## config.mk

```make
export PLATFORM = sky130hd
export DESIGN_NAME = sorted_top_k_insert_table_top
export DESIGN_NICKNAME = d
export VERILOG_FILES = /design/src/rtl/stkit_pkg.sv /design/src/rtl/stkit_cell.sv /design/src/rtl/sorted_top_k_insert_table_top.sv
export SDC_FILE = /design/constraint.sdc
export NUM_CORES = 2
export LEC_CHECK = 0
export BUFFER_PORTS_ARGS = -buffer_cell sky130_fd_sc_hd__buf_2
export CORE_MARGIN = 2
export CORE_UTILIZATION = 50
export DETAILED_ROUTE_END_ITERATION = 7
export PLACE_DENSITY = 0.77
export SYNTH_ARGS = -nofsm -noshare
export SYNTH_HDL_FRONTEND = slang
export SYNTH_SLANG_ARGS = --single-unit
```

## constraint.sdc

```tcl
create_clock -name clock -period 3.7 [get_ports clock]
set_input_delay 0.74 -clock clock [delete_from_list [all_inputs] [get_ports clock]]
set_output_delay 0.74 -clock clock [all_outputs]
set_load 0.05 [all_outputs]
```

## src/rtl/stkit_pkg.sv

```systemverilog
package stkit_pkg;

   // Table size and preload constants
   localparam int DEFAULT_DEPTH = 8;
   localparam int SCORE_STEP    = 1000;
   localparam logic [7:0] TAG_BASE_CHAR = 8'h41;

   localparam int SCORE_W = 32;
   localparam int TAG_W   = 24;
   localparam int INDEX_W = 8;
   localparam int PLACE_W = 3;

   // Request codes
   localparam logic [1:0] REQ_CHECK  = 2'd0;
   localparam logic [1:0] REQ_INSERT = 2'd1;
   localparam logic [1:0] REQ_READ   = 2'd2;

   typedef struct packed {
      logic [1:0]         req_type;
      logic [SCORE_W-1:0] score;
      logic [TAG_W-1:0]   tag;
      logic [INDEX_W-1:0] index;
   } stkit_req_type;

   typedef struct packed {
      logic               qualifies;
      logic [PLACE_W-1:0] placed_at;
      logic               read_valid;
      logic [SCORE_W-1:0] read_score;
      logic [TAG_W-1:0]   read_tag;
   } stkit_rsp_type;

   // Broadcast to every cell: qualified insert and the offered entry
   typedef struct packed {
      logic               ins_en;
      logic [SCORE_W-1:0] score;
      logic [TAG_W-1:0]   tag;
   } stkit_cmd_type;

   // Handed from a cell to its lower neighbor
   typedef struct packed {
      logic [SCORE_W-1:0] score;
      logic [TAG_W-1:0]   tag;
      logic               le;     // stored score <= offered score
   } stkit_link_type;

endpackage

```

## src/rtl/stkit_cell.sv

```systemverilog
module stkit_cell #(
   parameter logic [31:0] INIT_SCORE = 32'd1000,
   parameter logic [23:0] INIT_TAG   = 24'h414141,
   parameter bit          IS_BOTTOM  = 1'b0
) (
   input  logic                     clock,
   input  logic                     reset,
   input  stkit_pkg::stkit_cmd_type  cmd,
   input  stkit_pkg::stkit_link_type from_up,
   output stkit_pkg::stkit_link_type to_down,
   output logic                     take_new
);
   import stkit_pkg::*;

   logic [SCORE_W-1:0] score_ff, score_in;
   logic [TAG_W-1:0]   tag_ff, tag_in;
   logic               le_own;
   logic               shift;

   assign le_own   = (score_ff <= cmd.score);
   // upper neighbor also at or below the new score: move its entry down
   assign shift    = cmd.ins_en && from_up.le;
   // bottom cell only sees qualified inserts, so it always has room
   assign take_new = cmd.ins_en && !from_up.le && (IS_BOTTOM || le_own);

   always_comb begin
      score_in = score_ff;
      tag_in   = tag_ff;
      if (shift) begin
         score_in = from_up.score;
         tag_in   = from_up.tag;
      end else if (take_new) begin
         score_in = cmd.score;
         tag_in   = cmd.tag;
      end
   end

   always_ff @(posedge clock) begin
      if (reset) begin
         score_ff <= INIT_SCORE;
         tag_ff   <= INIT_TAG;
      end else begin
         score_ff <= score_in;
         tag_ff   <= tag_in;
      end
   end

   assign to_down.score = score_ff;
   assign to_down.tag   = tag_ff;
   assign to_down.le    = le_own;

endmodule

```

## src/rtl/sorted_top_k_insert_table_top.sv

```systemverilog
// Sorted top-k table: TABLE_DEPTH entries of 32-bit score plus 3-char tag, kept
// ascending (slot 0 lowest) in a row of cells. Reset preloads slot i with score
// (i+1)*1000 and tag 'A'+i in all three bytes. A check item reports whether its
// score beats slot 0; an insert item also lands the score above any equal ones,
// the old slot 0 drops out. A read item returns slot `index` with a valid flag.
// One item per clock while no result is stalled: every cell compares against
// the offered score and moves in the same cycle, and the result goes into an
// output register that still lets the next item in while it is being taken.
module sorted_top_k_insert_table_top #(
   parameter int TABLE_DEPTH = stkit_pkg::DEFAULT_DEPTH
) (
   input  logic                    clock,
   input  logic                    reset,
   input  logic                    req_valid,
   output logic                    req_ready,
   input  stkit_pkg::stkit_req_type req_data,
   output logic                    rsp_valid,
   input  logic                    rsp_ready,
   output stkit_pkg::stkit_rsp_type rsp_data
);
   import stkit_pkg::*;

   localparam int IDX_W = $clog2(TABLE_DEPTH);
   localparam logic [INDEX_W:0] DEPTH_LIM = (INDEX_W+1)'(TABLE_DEPTH);

   logic           accept;
   logic           qualify;
   stkit_cmd_type  cmd;
   stkit_link_type links [0:TABLE_DEPTH];
   logic [TABLE_DEPTH-1:0] take_vec;
   logic [PLACE_W-1:0]     place;
   logic           in_range;

   logic           rsp_valid_ff, rsp_valid_in;
   stkit_rsp_type  rsp_data_ff, rsp_data_in;

   // output register frees up as soon as its item is taken
   assign req_ready = !rsp_valid_ff || rsp_ready;
   assign accept    = req_valid && req_ready;

   // strict beat of the lowest entry
   assign qualify = (req_data.score > links[0].score);

   assign cmd.ins_en = accept && (req_data.req_type == REQ_INSERT) && qualify;
   assign cmd.score  = req_data.score;
   assign cmd.tag    = req_data.tag;

   // nothing above the top cell
   assign links[TABLE_DEPTH].score = '0;
   assign links[TABLE_DEPTH].tag   = '0;
   assign links[TABLE_DEPTH].le    = 1'b0;

   for (genvar i = 0; i < TABLE_DEPTH; i++) begin : g_cell
      stkit_cell #(
         .INIT_SCORE (SCORE_W'((i + 1) * SCORE_STEP)),
         .INIT_TAG   ({3{TAG_BASE_CHAR + 8'(i)}}),
         .IS_BOTTOM  (i == 0)
      ) u_cell (
         .clock    (clock),
         .reset    (reset),
         .cmd      (cmd),
         .from_up  (links[i+1]),
         .to_down  (links[i]),
         .take_new (take_vec[i])
      );
   end

   // landing slot, low bits only; at most one cell takes the new entry
   always_comb begin
      place = '0;
      for (int i = 0; i < TABLE_DEPTH; i++) begin
         if (take_vec[i]) begin
            place = place | PLACE_W'(i);
         end
      end
   end

   assign in_range = ({1'b0, req_data.index} < DEPTH_LIM);

   always_comb begin
      rsp_data_in = '0;
      case (req_data.req_type)
         REQ_CHECK: begin
            rsp_data_in.qualifies = qualify;
         end
         REQ_INSERT: begin
            rsp_data_in.qualifies = qualify;
            rsp_data_in.placed_at = qualify ? place : '0;
         end
         REQ_READ: begin
            if (in_range) begin
               rsp_data_in.read_valid = 1'b1;
               rsp_data_in.read_score = links[req_data.index[IDX_W-1:0]].score;
               rsp_data_in.read_tag   = links[req_data.index[IDX_W-1:0]].tag;
            end
         end
         default: begin
            rsp_data_in = '0;
         end
      endcase
   end

   always_comb begin
      rsp_valid_in = rsp_valid_ff;
      if (accept) begin
         rsp_valid_in = 1'b1;
      end else if (rsp_ready) begin
         rsp_valid_in = 1'b0;
      end
   end

   always_ff @(posedge clock) begin
      if (reset) begin
         rsp_valid_ff <= 1'b0;
      end else begin
         rsp_valid_ff <= rsp_valid_in;
      end
   end

   always_ff @(posedge clock) begin
      if (accept) begin
         rsp_data_ff <= rsp_data_in;
      end
   end

   assign rsp_valid = rsp_valid_ff;
   assign rsp_data  = rsp_data_ff;

   // ---- checks ----
   a_one_landing: assert property (@(posedge clock) disable iff (reset)
      $onehot0(take_vec))
      else $error("more than one cell took the new entry");

   a_accept_gives_rsp: assert property (@(posedge clock) disable iff (reset)
      accept |=> rsp_valid_ff)
      else $error("accepted item produced no result");

   a_stall_blocks: assert property (@(posedge clock) disable iff (reset)
      (rsp_valid_ff && !rsp_ready) |-> !req_ready)
      else $error("new item taken while result stalled");

   a_place_needs_q: assert property (@(posedge clock) disable iff (reset)
      (rsp_valid_ff && (rsp_data_ff.placed_at != '0)) |-> rsp_data_ff.qualifies)
      else $error("placement reported for a score that did not qualify");

   a_insert_lands: assert property (@(posedge clock) disable iff (reset)
      cmd.ins_en |-> (take_vec != '0))
      else $error("qualified insert found no slot");

endmodule
```

---- After elaboration in Yosys (flattened, before gate mapping) ----
Index checks and enable logic that the tools add are counted.
storage, ports and cells
  register bits ........................... 510
  input port bits ......................... 70
  word-level logic and storage cells ...... 121
cells by class
  order comparisons ....................... 11
  equal/unequal tests ..................... 2
  multiplexer cells ....................... 41
  bitwise operators ....................... 1
  reduce and logical (&&, ||, !) cells .... 44
operators by type and width
  operator              count
  $mux W32              14
  $mux W24              14
  $le A32 B32 Y1        8
  $bmux W57 S4          1
  $mux W57              3
  $gt A32 B32 Y1        1
  $logic_and A1 B1 Y1   23
  $reduce_bool A2 Y1    8
  $mux W3               4
  $logic_not A1 Y1      8
  $lt A8 B4 Y1 const B  1
  $ge A4 B5 Y1 const B  1
  $mux W2               2
  $not A3 Y4            1
  $reduce_and A2 Y1     2
  $mux W1               3
  $eq A2 B1 Y1 const B  1
  $eq A2 B2 Y1 const B  1
  $logic_not A2 Y1      1
  $reduce_or A2 Y1      1
  $logic_or A1 B1 Y1    1

---- Depth between registers and ports, before layout ----
  depth after elaboration ................. 14
  gate-level depth with buffers ........... 14
  gate-level depth less buffers ........... 10

---- Modules after synthesis ----
Synthesis repeated with hierarchy kept, for this count alone.
second synthesis, totals
  cells, all modules ...................... 3,632
  area total of the unflattened synthesis .. 32,678.8 um^2
by module, submodules not included
  module                             instances  cells each  area each (um^2)  sequential area each (um^2)
  stkit_cell (g_cell[1].u_cell ...)  3          399         3,284.4           1,121.1
  stkit_cell (g_cell[2].u_cell ...)  2          401         3,303.2           1,121.1
  sorted_top_k_insert_table_top      1          454         6,217.2           1,851.8
  stkit_cell (g_cell[6].u_cell)      1          400         3,425.8           1,121.1
  stkit_cell (g_cell[4].u_cell)      1          401         3,291.9           1,121.1
  stkit_cell (g_cell[0].u_cell)      1          378         3,284.4           1,121.1

---- Worst setup path before layout ----
No wires, ideal clock.
  path type ............................... input to register
  start point ............................. input rsp_ready
  end point ............................... register g_cell[4].u_cell.score_ff[3]
  arrival ................................. 4,318 ps
  slack ................................... -740 ps
  cell stages on the path ................. 9
  path buffers ............................ 2
  cell sequence ........................... nand2b_1 > and2_1 > nand4_1 > or2_2 > buf_6 > nor2_2 > nor2_1 > buf_2 > a221o_1
on the way
  cells in the longest elaborated chain, start to end .. 7
  elaborated cells on any way between the ends .. 9
  those cells by class .................... mux (1); reduce/logical (8)
RTL lines
  what                                   line                                 RTL
  from (decl)                            sorted_top_k_insert_table_top.sv:18  input logic rsp_ready,
  $logic_or A1 B1 Y1 (*)                 sorted_top_k_insert_table_top.sv:38  assign req_ready = !rsp_valid_ff || rsp_ready;
  $logic_and A1 B1 Y1 (*)                sorted_top_k_insert_table_top.sv:39  assign accept = req_valid && req_ready;
  net accept                             sorted_top_k_insert_table_top.sv:26  logic accept;
  $logic_and A1 B1 Y1 (*) (2 in series)  sorted_top_k_insert_table_top.sv:44  assign cmd.ins_en = accept && (req_data.req_type == REQ_INSERT) && qualify;
  $logic_and A1 B1 Y1 (2 in series)      stkit_cell.sv:24                     assign take_new = cmd.ins_en && !from_up.le && (IS_BOTTOM || le_own);
  $reduce_bool A2 Y1 (no line)           --
  to (signal assigned)                   stkit_cell.sv:43                     score_ff <= score_in;
  to (decl)                              stkit_cell.sv:15                     logic [SCORE_W-1:0] score_ff, score_in;
Mark *: on every way through the listed nets, which the timed path passes. The rest lies on a longest branch.
A chain may end at the register's enable or synchronous reset.

---- Worst setup path after layout ----
  start point ............................. register g_cell[7].u_cell.score_ff[19]
  end point ............................... register g_cell[6].u_cell.tag_ff[6]
on the way
  cells in the longest elaborated chain, start to end .. 5
  elaborated cells on any way between the ends .. 7
  those cells by class .................... order compare (1); mux (1); reduce/logical (5)
RTL lines
  what                               line              RTL
  from (decl)                        stkit_cell.sv:15
  from (signal assigned)             stkit_cell.sv:43
  $le A32 B32 Y1 (*)                 stkit_cell.sv:20  assign le_own = (score_ff <= cmd.score);
  $logic_not A1 Y1                   stkit_cell.sv:24
  $logic_and A1 B1 Y1 (2 in series)  stkit_cell.sv:24
  $reduce_bool A2 Y1 (no line)       --
  to (signal assigned)               stkit_cell.sv:44  tag_ff <= tag_in;
  to (decl)                          stkit_cell.sv:16  logic [TAG_W-1:0] tag_ff, tag_in;
Mark *: on every way between the ends. The rest lies on a longest branch, timed or not.

==> results.py <==
metrics = {
    "sta": {
        "fin_crit_ns": 3.52,
        "slew_violations": 0,
        "final-hold-violation-count": 0,
        "worst_pin_slew_ns": 1.07,
        "setup_tns_ns": 0,
        "finalClockSkew_ns": 0.0437,
        "fin_crit_sh": 0.952,
        "timing.slew.headroom": 0.285,
        "rsz0062_at_grt": "false",
        "setup_viol": 0,
        "maxClockFrequency_mhz": 284,
    },
    "clock_network": {
        "clockBufferDepth": 3,
        "clkSinkCount": 510,
        "cts_made_buffers": 55,
        "clkTransAtPathRegs_ns": 0.06,
        "cts-root-buf": "clkbuf_16",
        "htree_levels": 2,
        "cts_tree": "built",
        "cts_setup_buffers": 0,
        "clkLatencyLatePin_ns": 0.64,
        "cts_hold_buf": 0,
    },
    "critical_path": {
        "cp.buffers_inverters": 4,
        "crit_fanout": 5,
        "r2r_start": "g_cell[7].u_cell.score_ff[19]",
        "slowest_delay_ns": 0.49,
        "r2r_end": "g_cell[6].u_cell.tag_ff[6]",
        "start_kind": "flip-flop",
        "cpMaxStageDelayCell": "a2111oi_1",
        "worstPathCellList": "ha_1, a21oi_1, o21ai_0, a221o_1, a2111oi_1, buf_4, a21oi_1, buf_4, buf_4, nand2_1, buf_4, o22ai_1, a221o_1",
        "crit_type": "flip-flop to flip-flop",
        "crit_required_ns": 4.23,
        "arrival_ns": 4.05,
        "cpMostUsedCell": "buf_4",
        "cp_top_family": "compound AO/OA/AOI/OAI gates",
        "cp-end-kind": "flip-flop",
        "worst-r2r-cell-count": 13,
        "path_depth": 13,
        "ff2ff_setup_slack_ns": 0.18,
    },
    "synthesis": {
        "syn_area_um2": 29800,
        "syn-num-nets": 3688,
        "yosysWarnings": 0,
        "ys_seq_elements": 510,
        "ys_seq_area_frac": 0.363,
        "yosysTopAreaCellShare": 0.302,
        "syn_inst": 3363,
        "synth_edf_count": 61,
        "syn_avg_cell_area_um2": 8.86,
        "synth.area.top_cells": "dfxtp_1 (30%), ha_1 (11%), mux4_2 (8.5%)",
        "async_reset_ff_frac": 0,
        "synth_area_leader_cell": "dfxtp_1",
        "synth_flop_cell": "dfxtp_1",
        "synth_cell_types": 67,
    },
    "global_route": {
        "grt_pass1_vias": 27205,
        "grt_max_degree": 190,
        "antenna_found_initial": 5,
        "overflow": 0,
        "grt_pass1_wl_um": 165000,
        "grtUsageTotal": 0.349,
    },
    "floorplan": {
        "start_util": 0.506,
        "core_area_um2": 58900,
        "design.portCount": 133,
        "die_x_um": 248,
        "die-area_um2": 61500,
        "rows": 89,
        "die_h_um": 248,
    },
    "routing": {
        "drtPass1Iterations": 6,
        "wl_um": 109000,
        "wl_met1_um": 42200,
        "routed.top_layer": "met4",
        "vias_per_cell": 6.56,
        "num_vias": 29263,
        "postRouteAntennaNets": 0,
        "wl_met2_um": 48400,
        "wire_per_inst_um": 24.4,
        "met3_length_um": 12300,
        "drc": 0,
        "drt_iter0_drc": 4053,
    },
    "pwr": {
        "power.density_nw_per_um2": 417,
        "vdd_drop_max_mv": 0.378,
        "power_frac_clock": 0.376,
        "internal_power_mw": 10.3,
        "combPwrFrac": 0.202,
        "p_seq_frac": 0.422,
        "switchingPower_mw": 4.53,
        "p_leak_nw": 14.6,
        "p_sw_frac": 0.305,
        "total_power_mw": 14.8,
    },
    "hold_path": {
        "hold_class": "input pin to flip-flop",
        "worstHoldEndpoint": "rsp_valid",
        "min_path_cells": 3,
        "holdCritStartpoint": "req_valid",
    },
    "status": {
        "status": "complete, no violations",
    },
    "finish": {
        "fin_util": 0.604,
        "finalInstanceArea_um2": 35600,
        "drive_above_1_share": 0.199,
        "syn_to_final_growth_pct": 19.4,
        "nets": 3963,
        "fillers": 4896,
    },
    "place": {
        "numPortBuffers": 132,
        "place_congestion": 1.02,
        "dpl_cell_area_um2": 33800,
        "hpwl_um": 76500,
    },
    "run": {
        "maxCapViolCount": 0,
    },
}
## cells in the mapped netlist (all sizes together), types with 65 or more instances
cell type	n
nand2	496
dfxtp	449
nor2	388
a21oi	269
ha	255
clkbuf	171
a211oi	144
o21ai	127
buf	117
mux4	112
a311oi	87
mux2i	85
inv	65
## worst reg2reg max path: stages, from the launching register on
cell and delay (ns):
dfxtp_1 0.41, ha_1 0.29, a21oi_1 0.15, o21ai_0 0.20, a221o_1 0.45, a2111oi_1 0.49, buf_4 0.19, a21oi_1 0.11
buf_4 0.20, buf_4 0.14, nand2_1 0.22, buf_4 0.20, o22ai_1 0.08, a221o_1 0.30
## flip-flops by register name (all words and copies together), names as in the netlist
signal / flops
g_cell.u_cell.score_ff: 256
rsp_data: 61
g_cell.u_cell.tag_ff: 192
rsp_valid: 1
## how the worst max path moves through the flow
stage                                        startpoint                             to  slack [ns]
after floorplan                            req_data[57]                   rsp_data[58]        0.03
final                     g_cell[7].u_cell.score_ff[19]     g_cell[6].u_cell.tag_ff[6]        0.18
after detailed placement                   req_data[51]     g_cell[6].u_cell.tag_ff[6]       -0.37
after global placement                     req_data[51]     g_cell[6].u_cell.tag_ff[6]       -0.50
after CTS                 g_cell[7].u_cell.score_ff[19]     g_cell[6].u_cell.tag_ff[6]        0.12
after global routing      g_cell[0].u_cell.score_ff[19]  g_cell[4].u_cell.score_ff[18]        0.01
## logic make-up (layout without fill, tap and decap cells)
group	after synthesis	in the layout	synth area share
AND/OR/NAND/NOR	1140	1140	0.163
AO/OA/AOI/OAI	907	907	0.203
flip-flops	510	510	0.363
buffers and inverters	353	671	0.0500
adder cells (fa/ha/maj)	255	255	0.107
multiplexers	198	198	0.114
other	0	4	0
## power by group through the flow
stage	Sequential, mW	Clock [mW]	Combinational, mW
finish	6.27	5.58	2.99
detailed placement	6.37	0	2.91
CTS	6.25	5.60	2.92
global placement	6.36	0	2.85
global route	6.30	5.84	3.20
floorplan	6.36	0	1.71
## area by class of cell
cell class,count,area [um2],area share
diodes,4,10.0,0.000281
clock buffers,75,1510,0.0425
clock inverters,25,272,0.00763
inverters,65,245,0.00689
multi-input cells,2500,17600,0.494
flip-flops and latches,510,10800,0.304
well taps,773,967,0.0272
repair buffers,506,4160,0.117
## per-layer routing
layer  vias up  global-route usage
met4         0               0.179
met5         -                   0
met3       380              0.0684
met1     13924               0.465
met2      1872               0.539
li1      13087                   -
## layout by cell type, fill, tap and decap left out, types with 27 or more instances in the layout
cell       netlist  final
a211oi_1       144    144
nand4_1         56     56
ha_1           255    255
o22ai_1         61     61
a221o_1         33     33
mux4_2         112    112
buf_2           81    128
clkbuf_16        0     56
buf_4            9    322
mux2i_1         85     85
nor2_1         381    380
o211ai_1        28     28
nand2_1        496    492
nor3_1          56     56
a311oi_1        87     87
a21o_1          32     32
a221oi_1        33     33
a21oi_1        267    267
buf_12           0     53
edfxtp_1        61     61
inv_1           65     64
dfxtp_1        449    449
nor4_1          27     27
nand3_1         54     52
o21ai_0        124    123
## stage by stage
step | setup slack (ns) | hold WS (ns) | instances
after global routing | 0.0123 | 0.381 | 4457
after floorplan | 0.0334 | 0.444 | 3363
after CTS | 0.123 | 0.372 | 4454
after detailed placement | -0.374 | 0.464 | 4354
final | 0.178 | 0.390 | 4458
after global placement | -0.496 | 0.459 | 4354
## what timing repair did
item / 4_1_cts / 5_1_grt
setup endpoints to repair: 0 / 13
endpoints found under the hold margin: 0 / 0
gates resized for setup: 0 / 1
No activity file was read; power rests on OpenSTA's default activity.
